[src/rtl/matrix_scale_and_matvec_defines.svh]
// assertion macros for the matrix scale and matrix-vector block
// expects signals named clock and reset in the module that uses them
`ifndef MATRIX_SCALE_AND_MATVEC_DEFINES_SVH
`define MATRIX_SCALE_AND_MATVEC_DEFINES_SVH
`ifndef SYNTH
`define MSM_ASSERT(lbl, prop, msg) \
   lbl: assert property (@(posedge clock) disable iff (reset) prop) else $error(msg);
`define MSM_ASSERT_NEVER(lbl, cond, msg) `MSM_ASSERT(lbl, !(cond), msg)
`else
`define MSM_ASSERT(lbl, prop, msg)
`define MSM_ASSERT_NEVER(lbl, cond, msg)
`endif
`endif

[src/rtl/msm_ram.sv]
// generic simple dual-port ram, one write port, one registered read port
// no dependencies; used for the matrix and vector stores
`default_nettype none

module msm_ram #(
   parameter int  WIDTH = 32,
   parameter int  DEPTH = 16,
   localparam int AW    = (DEPTH > 1) ? $clog2(DEPTH) : 1
) (
   input  wire logic             clock,
   input  wire logic             we,
   input  wire logic [AW-1:0]    waddr,
   input  wire logic [WIDTH-1:0] wdata,
   input  wire logic             re,
   input  wire logic [AW-1:0]    raddr,
   output logic      [WIDTH-1:0] rdata
);

   logic [WIDTH-1:0] mem [DEPTH];

   // write port and registered read, read data holds while re is low
   always_ff @(posedge clock) begin
      if (we) begin
         mem[waddr] <= wdata;
      end
      if (re) begin
         rdata <= mem[raddr];
      end
   end

endmodule

`default_nettype wire

[config.mk]
export PLATFORM = sky130hd
export DESIGN_NAME = msm_ram
export DESIGN_NICKNAME = d
export VERILOG_FILES = /design/src/rtl/matrix_scale_and_matvec_defines.svh /design/src/rtl/msm_ram.sv
export SDC_FILE = /design/constraint.sdc
export NUM_CORES = 1
export LEC_CHECK = 0
export BUFFER_PORTS_ARGS = -buffer_cell sky130_fd_sc_hd__buf_2
export CAP_MARGIN = 20
export CORE_MARGIN = 1
export CORE_UTILIZATION = 51
export CTS_CLUSTER_DIAMETER = 100
export DETAILED_ROUTE_END_ITERATION = 6
export GPL_TIMING_DRIVEN = 0
export HOLD_SLACK_MARGIN = 0.12
export PLACE_DENSITY = 0.75
export SKIP_CTS_REPAIR_TIMING = 1
export SYNTH_ARGS = -nofsm -noshare
export SYNTH_HDL_FRONTEND = slang
export SYNTH_SLANG_ARGS = --single-unit
export TNS_END_PERCENT = 5
[constraint.sdc]
create_clock -name clock -period 5.6 [get_ports clock]
set_input_delay 1.12 -clock clock [delete_from_list [all_inputs] [get_ports clock]]
set_output_delay 1.12 -clock clock [all_outputs]
set_load 0.02 [all_outputs]
## Word level (Yosys, flattened, before mapping)

Memories as Yosys holds them, arrays and structs flattened. A register that Yosys moved wholly into a read port is not among the register bits.
Cells that the tools add are included.

- Memories kept: 1
- RAM bits: 512
- Logic and storage cells: 3
- Input port bits: 43
- Bits in registers: 0

- Mux-type cells: 2

Memories:

| name | depth | bits a word | read ports | clocked after memory_dff | wr ports | line | text |
|---|---|---|---|---|---|---|---|
| mem | 16 | 32 | 1 | 1 | 1 | msm_ram.sv:19 | `logic [WIDTH-1:0] mem [DEPTH];` |

Operators by type and width:

| cell | number |
|---|---|
| $mux W1 | 2 |

## Logic depth before layout (Yosys ltp)

Gate-level depths: netlist of the first run.

- Depth after elaboration: 2
- Depth in mapped cells: 5
- Gate-level depth less buffers: 3

## Worst setup path after synthesis of the first run

OpenSTA, ideal clock, no wires.

- Path type: input -> register
- From: input waddr[2]
- To: memory mem[0][0] (enable)
- Stages on the path: 2
- Slack: 1.300 ns
- Buffers on the path: 0
- Required time: 5.139 ns
- Arrival time: 3.838 ns
- Cells stage by stage: or3b_2 > nor3_1

RTL lines:

| what | line | text |
|---|---|---|
| start: declaration | msm_ram.sv:12 | `input wire logic [AW-1:0] waddr,` |
| end: declaration | msm_ram.sv:19 |  |

No word-level cell before the write port.

## Final worst setup path of the first run

- From: input waddr[3]
- To: memory mem[4][30] (enable)

No word-level cell before the write port.

==> impl_metrics.env, run 1 <==
export IMPL_viasPerCell=6.06
export IMPL_crit_family="simple AND/OR/NAND/NOR gates"
export IMPL_synth_top_cell_area_share=0.810
export IMPL_ys_flop_type="edfxtp_1"
export IMPL_synth_edf_count=544
export IMPL_p_leak_nw=7.43
export IMPL_yosys_warnings=0
export IMPL_cap_violations=0
export IMPL_drive_above_1_share=0.315
export IMPL_holdPathEnd="rdata[1]$_DFFE_PP_"
export IMPL_clock_path_buffers=3
export IMPL_cts_buffers_inserted=51
export IMPL_dp_hpwl_um=25400
export IMPL_period_needed_ns=2.75
export IMPL_cts_tree="done"
export IMPL_power_density_nw_per_um2=359
export IMPL_hold_class="flop to flop"
export IMPL_synth_seq_area_share=0.810
export IMPL_cp_max_fo=9
export IMPL_crit_slowest_cell="nor3_2"
export IMPL_tightestPinTransition_ns=0.982
export IMPL_crit_path_end_kind="flop"
export IMPL_dp_cells=1452
export IMPL_synth_cell_types=17
export IMPL_synth_area_um2=20200
export IMPL_reg2reg_slack_ns=4.03
export IMPL_wl_um=42200
export IMPL_yosys_area_top_type="edfxtp_1"
export IMPL_die_width_um=201
export IMPL_min_path_cells=3
export IMPL_outcome="finished clean"
export IMPL_fin_area_um2=23300
export IMPL_die_h_um=201
export IMPL_initial_utilization=0.520
export IMPL_cts_sinks=544
export IMPL_nFillCells=2580
export IMPL_skew_ns=0.0173
export IMPL_first_pass_iters=5
export IMPL_die_area_um2=40400
export IMPL_root_buffer="clkbuf_16"
export IMPL_diodes=0
export IMPL_grt_max_degree=33
export IMPL_startpoint_type="input port"
export IMPL_fin_tns_setup_ns=0
export IMPL_synth_common_cells="edfxtp_1, mux4_2, a22oi_1"
export IMPL_placed_area_um2=21700
export IMPL_synth_area_top_cells="edfxtp_1, mux4_2, a22oi_1"
export IMPL_area_delta_synth_final_pct=15.4
export IMPL_max_slew_margin=0.346
export IMPL_r2r_worst_path_cells=3
export IMPL_rows=72
export IMPL_synth_nets=881
export IMPL_overflow=0
export IMPL_grt_usage=0.213
export IMPL_rsz0062_at_grt="false"
export IMPL_finalSetupViolCount=0
export IMPL_clock_latency_ns=0.57
export IMPL_worst_path_largest_cell_delay_ns=0.82
export IMPL_rr_endpoint="rdata[19]$_DFFE_PP_"
export IMPL_avgRoutedWirePerCell_um=27.2
export IMPL_gp_congestion=0.732
export IMPL_portBuffers=72
export IMPL_io_pins=75
export IMPL_design_power_total_mw=8.37
export IMPL_antenna_left=0
export IMPL_htreeDepth=2
export IMPL_hold_start="mem[14][1]$_DFFE_PP_"
export IMPL_crit_chain="buf_2 > nand3b_1 > nor3_2 > buf_6 > buf_4"
export IMPL_async_reset_ff_frac=0
export IMPL_finalHoldViolCount=0
export IMPL_grt_pass1_wl_um=62200
export IMPL_stdcell_count=1547
export IMPL_min_period_over_period=0.491
export IMPL_worst_path_buf_inv=3
export IMPL_ys_ff_latch=544
export IMPL_antenna_found_initial=1
export IMPL_cp_required_ns=5.86
export IMPL_synth_cells=838
export IMPL_path_class="input port to flop"
export IMPL_final_max_slew_viol_count=0
export IMPL_avgSynthCellArea_um2=24.1
export IMPL_synth_most_common_cell="edfxtp_1"
export IMPL_route_detailed_drc=0
export IMPL_crit_arrival_ns=3.00
export IMPL_drt_iter0_markers=946
export IMPL_core_area_um2=38800
export IMPL_ir_drop_mv=0.214
export IMPL_nets=1030
export IMPL_clock_fmax_mhz=364
export IMPL_first_global_vias=9678
export IMPL_worst_setup_hold_path_clk_slew_ns=0.06
export IMPL_r2r_start="mem[10][19]$_DFFE_PP_"
export IMPL_vias=9380
-- per-layer routing --
layer | track usage | share of wire
met3 | 0.0381 | 0.074
met5 | 0 | 0.00028
met1 | 0.288 | 0.39
met2 | 0.359 | 0.50
met4 | 0.0619 | 0.026
-- layout make-up --
class	instances	area, µm²	area share
plain buffers	43	223	0.00956
clock buffers	68	1380	0.0594
clock inverters	27	221	0.00951
multi-input cells	251	3730	0.160
flip-flops and latches	544	16300	0.701
well taps	518	648	0.0278
repair buffers	96	754	0.0324
-- power by group --
| part | internal (mW) | total (mW) | switching [mW] |
|---|---|---|---|
| Sequential | 4.59 | 4.61 | 0.0214 |
| Clock | 1.91 | 3.33 | 1.42 |
| Combinational | 0.167 | 0.435 | 0.268 |
-- placed cells by master (no fill, tap or decap) --
| master | netlist | final |
|---|---|---|
| edfxtp_1 | 544 | 544 |
| mux4_2 | 128 | 128 |
| buf_2 | 4 | 76 |
| a22oi_1 | 64 | 64 |
| clkbuf_16 | 0 | 53 |
| nand2_1 | 33 | 33 |
| clkbuf_1 | 17 | 32 |
| clkinv_1 | 0 | 14 |
| buf_6 | 2 | 13 |
| buf_4 | 11 | 12 |
| nor2_4 | 0 | 12 |
| buf_1 | 9 | 9 |
| buf_12 | 0 | 9 |
| clkinv_2 | 0 | 8 |
| nor3_2 | 0 | 4 |
| bufinv_16 | 0 | 4 |
| buf_16 | 0 | 3 |
| nor2b_1 | 2 | 2 |
| nand3b_1 | 2 | 2 |
| nand2b_1 | 2 | 2 |
| and2_1 | 1 | 1 |
| nor2_1 | 13 | 1 |
| nand3_1 | 1 | 1 |
| or3b_2 | 1 | 1 |
| clkinv_4 | 0 | 1 |
-- metrics by stage --
step	hold WS, ns	setup WS (ns)	util
finish	0.741	2.85	0.600
global route	0.770	2.84	0.600
detailed placement	0.731	2.33	0.559
global placement	0.731	-1.08	0.546
floorplan	0.710	1.30	-
CTS	0.745	2.90	0.600
-- cell families after synthesis --
kind of cell | after synthesis | synth area share
flops | 544 | 0.810
compound gates | 64 | 0.0238
buf+inv | 43 | 0.0110
simple gates | 59 | 0.0125
mux | 128 | 0.143
-- tightest hold or removal path, cell delays in order, from the launching register on --
cell and delay [ns]:
edfxtp_1 0.31, mux4_2 0.22, a22oi_1 0.06, nand2_1 0.05
-- worst max-delay path by stage --
| stage | from | endpoint | slack, ns | depth (start not counted) |
|---|---|---|---|---|
| 2_1_floorplan | waddr[2] | mem[0][0]$_DFFE_PP_ | 1.30 | 2 |
| 3_3_place_gp | waddr[2] | mem[0][24]$_DFFE_PP_ | -1.08 | 3 |
| 3_5_place_dp | waddr[3] | mem[4][25]$_DFFE_PP_ | 2.33 | 5 |
| 4_1_cts | waddr[3] | mem[4][2]$_DFFE_PP_ | 2.90 | 5 |
| 5_1_grt | waddr[3] | mem[4][2]$_DFFE_PP_ | 2.84 | 5 |
| 6_report | waddr[3] | mem[4][30]$_DFFE_PP_ | 2.85 | 5 |
-- sequential cells by signal (all words and copies together) (netlist names) --
name,cells
mem,512
rdata,32
No activity file was read; power rests on OpenSTA's default activity.
==> run 2: changes to the inputs <==
ABC_AREA = 1   (was unset)
PLACE_DENSITY = 0.77   (was 0.75)
clock period = 2.3 ns   (was 5.6 ns; I/O delays follow)
==> run 2 against run 1 <==
Net effect: worst setup slack lost 2.3 ns; critical path depth shrank 1; global-route usage grew 5.8 points.
==> impl_metrics.env, run 2 <==
export IMPL_async_reset_ff_frac=0
export IMPL_nets=2306
export IMPL_antenna_left=0
export IMPL_first_pass_iters=6
export IMPL_max_slew_margin=0.346
export IMPL_synth_nets=2163
export IMPL_initial_utilization=0.519
export IMPL_cts_sinks=544
export IMPL_synth_seq_area_share=0.709
export IMPL_route_detailed_drc=0
export IMPL_highest_layer="met4"
export IMPL_diodes=0
export IMPL_vias=16100
export IMPL_crit_arrival_ns=2.02
export IMPL_layout_area_seq_um2=16300
export IMPL_area_delta_synth_final_pct=14.2
export IMPL_ir_drop_mv=0.578
export IMPL_r2r_start="mem[1][11]$_DFFE_PP_"
export IMPL_grt_pass1_wl_um=93100
export IMPL_cap_violations=0
export IMPL_power_density_nw_per_um2=814
export IMPL_pre_cts_ws_ns=-0.0147
export IMPL_avgSynthCellArea_um2=10.9
export IMPL_dp_hpwl_um=38900
export IMPL_htreeDepth=2
export IMPL_cp_startpoint="waddr[2]"
export IMPL_wl_met3_um=7720
export IMPL_cp_required_ns=2.59
export IMPL_setup_slack_ns=0.564
export IMPL_startpoint_type="input port"
export IMPL_gp_congestion=0.857
export IMPL_synth_area_top_cells="edfxtp_1, nand2_1, nand3_1"
export IMPL_die_width_um=215
export IMPL_viasPerCell=5.55
export IMPL_clock_latency_ns=0.61
export IMPL_cts_tree="done"
export IMPL_ys_flop_type="edfxtp_1"
export IMPL_synth_most_common_cell="nand2_1"
export IMPL_yosys_warnings=0
export IMPL_avgRoutedWirePerCell_um=21.4
export IMPL_nFillCells=3399
export IMPL_synth_cells=2120
export IMPL_antenna_found_initial=0
export IMPL_skew_ns=0.0223
export IMPL_clock_path_buffers=3
export IMPL_synth_cell_types=14
export IMPL_io_pins=75
export IMPL_worst_setup_hold_path_clk_slew_ns=0.07
export IMPL_hold_class="input port to flop"
export IMPL_largest_registers="mem: 512 flops, rdata: 32 flops"
export IMPL_wl_met2_um=28900
export IMPL_first_global_vias=15900
export IMPL_synth_area_um2=23100
export IMPL_final_max_slew_viol_count=0
export IMPL_die_h_um=215
export IMPL_rsz0062_at_grt="false"
export IMPL_overflow=0
export IMPL_die_area_um2=46100
export IMPL_post_route_util=0.593
export IMPL_synth_edf_count=544
export IMPL_portBuffers=72
export IMPL_largest_register="mem"
export IMPL_cp_max_fo=17
export IMPL_met1_length_um=22700
export IMPL_final_common_cell="nand2_1"
export IMPL_path_class="input port to flop"
export IMPL_drive_above_1_share=0.110
export IMPL_synth_common_cells="nand2_1, edfxtp_1, inv_1"
export IMPL_outcome="finished clean"
export IMPL_finalHoldViolCount=0
export IMPL_tightestPinTransition_ns=0.981
export IMPL_multi_input_area_um2=4670
export IMPL_grt_max_degree=33
export IMPL_p_leak_nw=11.2
export IMPL_finalSetupViolCount=0
export IMPL_ys_ff_latch=544
export IMPL_wl_um=62100
export IMPL_crit_path_end_kind="flop"
export IMPL_grt_usage=0.271
export IMPL_synth_top_cell_area_share=0.709
export IMPL_root_buffer="clkbuf_16"
export IMPL_mostFrequentLayoutCells="nand2_1, edfxtp_1, inv_1"
export IMPL_rows=77
export IMPL_cts_buffers_inserted=53
export IMPL_yosys_area_top_type="edfxtp_1"
export IMPL_min_period_over_period=0.755
export IMPL_largest_reg_flops=512
export IMPL_core_area_um2=44400
export IMPL_clock_fmax_mhz=576
export IMPL_drt_iter0_markers=2200
export IMPL_hold_start="wdata[2]"
export IMPL_design_power_total_mw=21.4
export IMPL_period_needed_ns=1.74
-- run 2: changes by cell type in the layout (fill, tap and decap cells not counted), sizes merged, moves of 5 or more --
cell and delta:
clkbuf -5, buf +57, mux4 -128, inv +392, nand2 +644, a22oi -64, nand3 +384
-- run 2: routing by layer --
metal,GRT usage,up-vias
met5,0,-
met4,0.128,0
met3,0.0460,198
met2,0.433,1112
met1,0.364,7604
li1,-,7158
-- run 2: worst max-delay path, stage by stage --
cell	delay (ns)
buf_2	0.12
nand3b_1	0.41
nor2_4	0.72
buf_12	0.28
-- run 2: final cells by class --
class	instances	share of cell area
clock inverter	31	0.0122
sequential	544	0.620
buffer	105	0.0267
inverter	390	0.0557
timing repair buffer	88	0.0276
tap	592	0.0281
multi-input combinational	1081	0.177
clock buffer	66	0.0522
-- run 2: report_power, final --
group	total [mW]	switching [mW]	internal, mW
Sequential	11.2	0.0563	11.2
Combinational	1.53	1.11	0.415
Clock	8.68	3.67	5.01
-- run 2: worst paths after layout --
path         cells after the start  slack [ns]                   to
max                              4        0.56  mem[8][0]$_DFFE_PP_
min                              1        0.23  mem[7][2]$_DFFE_PP_
min reg2reg                      6        0.73  rdata[27]$_DFFE_PP_
max reg2reg                      6        1.06  rdata[11]$_DFFE_PP_
-- run 2: logic make-up after synthesis --
group                  synth area share
AND/OR/NAND/NOR                   0.197
flip-flops                        0.709
buffers and inverters            0.0941
-- run 2: stage by stage --
step | TNS, ns | instance area (µm²) | instances | hold slack (ns)
floorplan | -66.72 | 23100 | 2120 | 0.559
detailed placement | -0.199 | 24600 | 2800 | 0.726
finish | 0 | 26300 | 2897 | 0.232
global placement | -819.85 | 24200 | 2784 | 0.724
CTS | 0 | 26300 | 2897 | 0.210
global route | 0 | 26300 | 2897 | 0.228
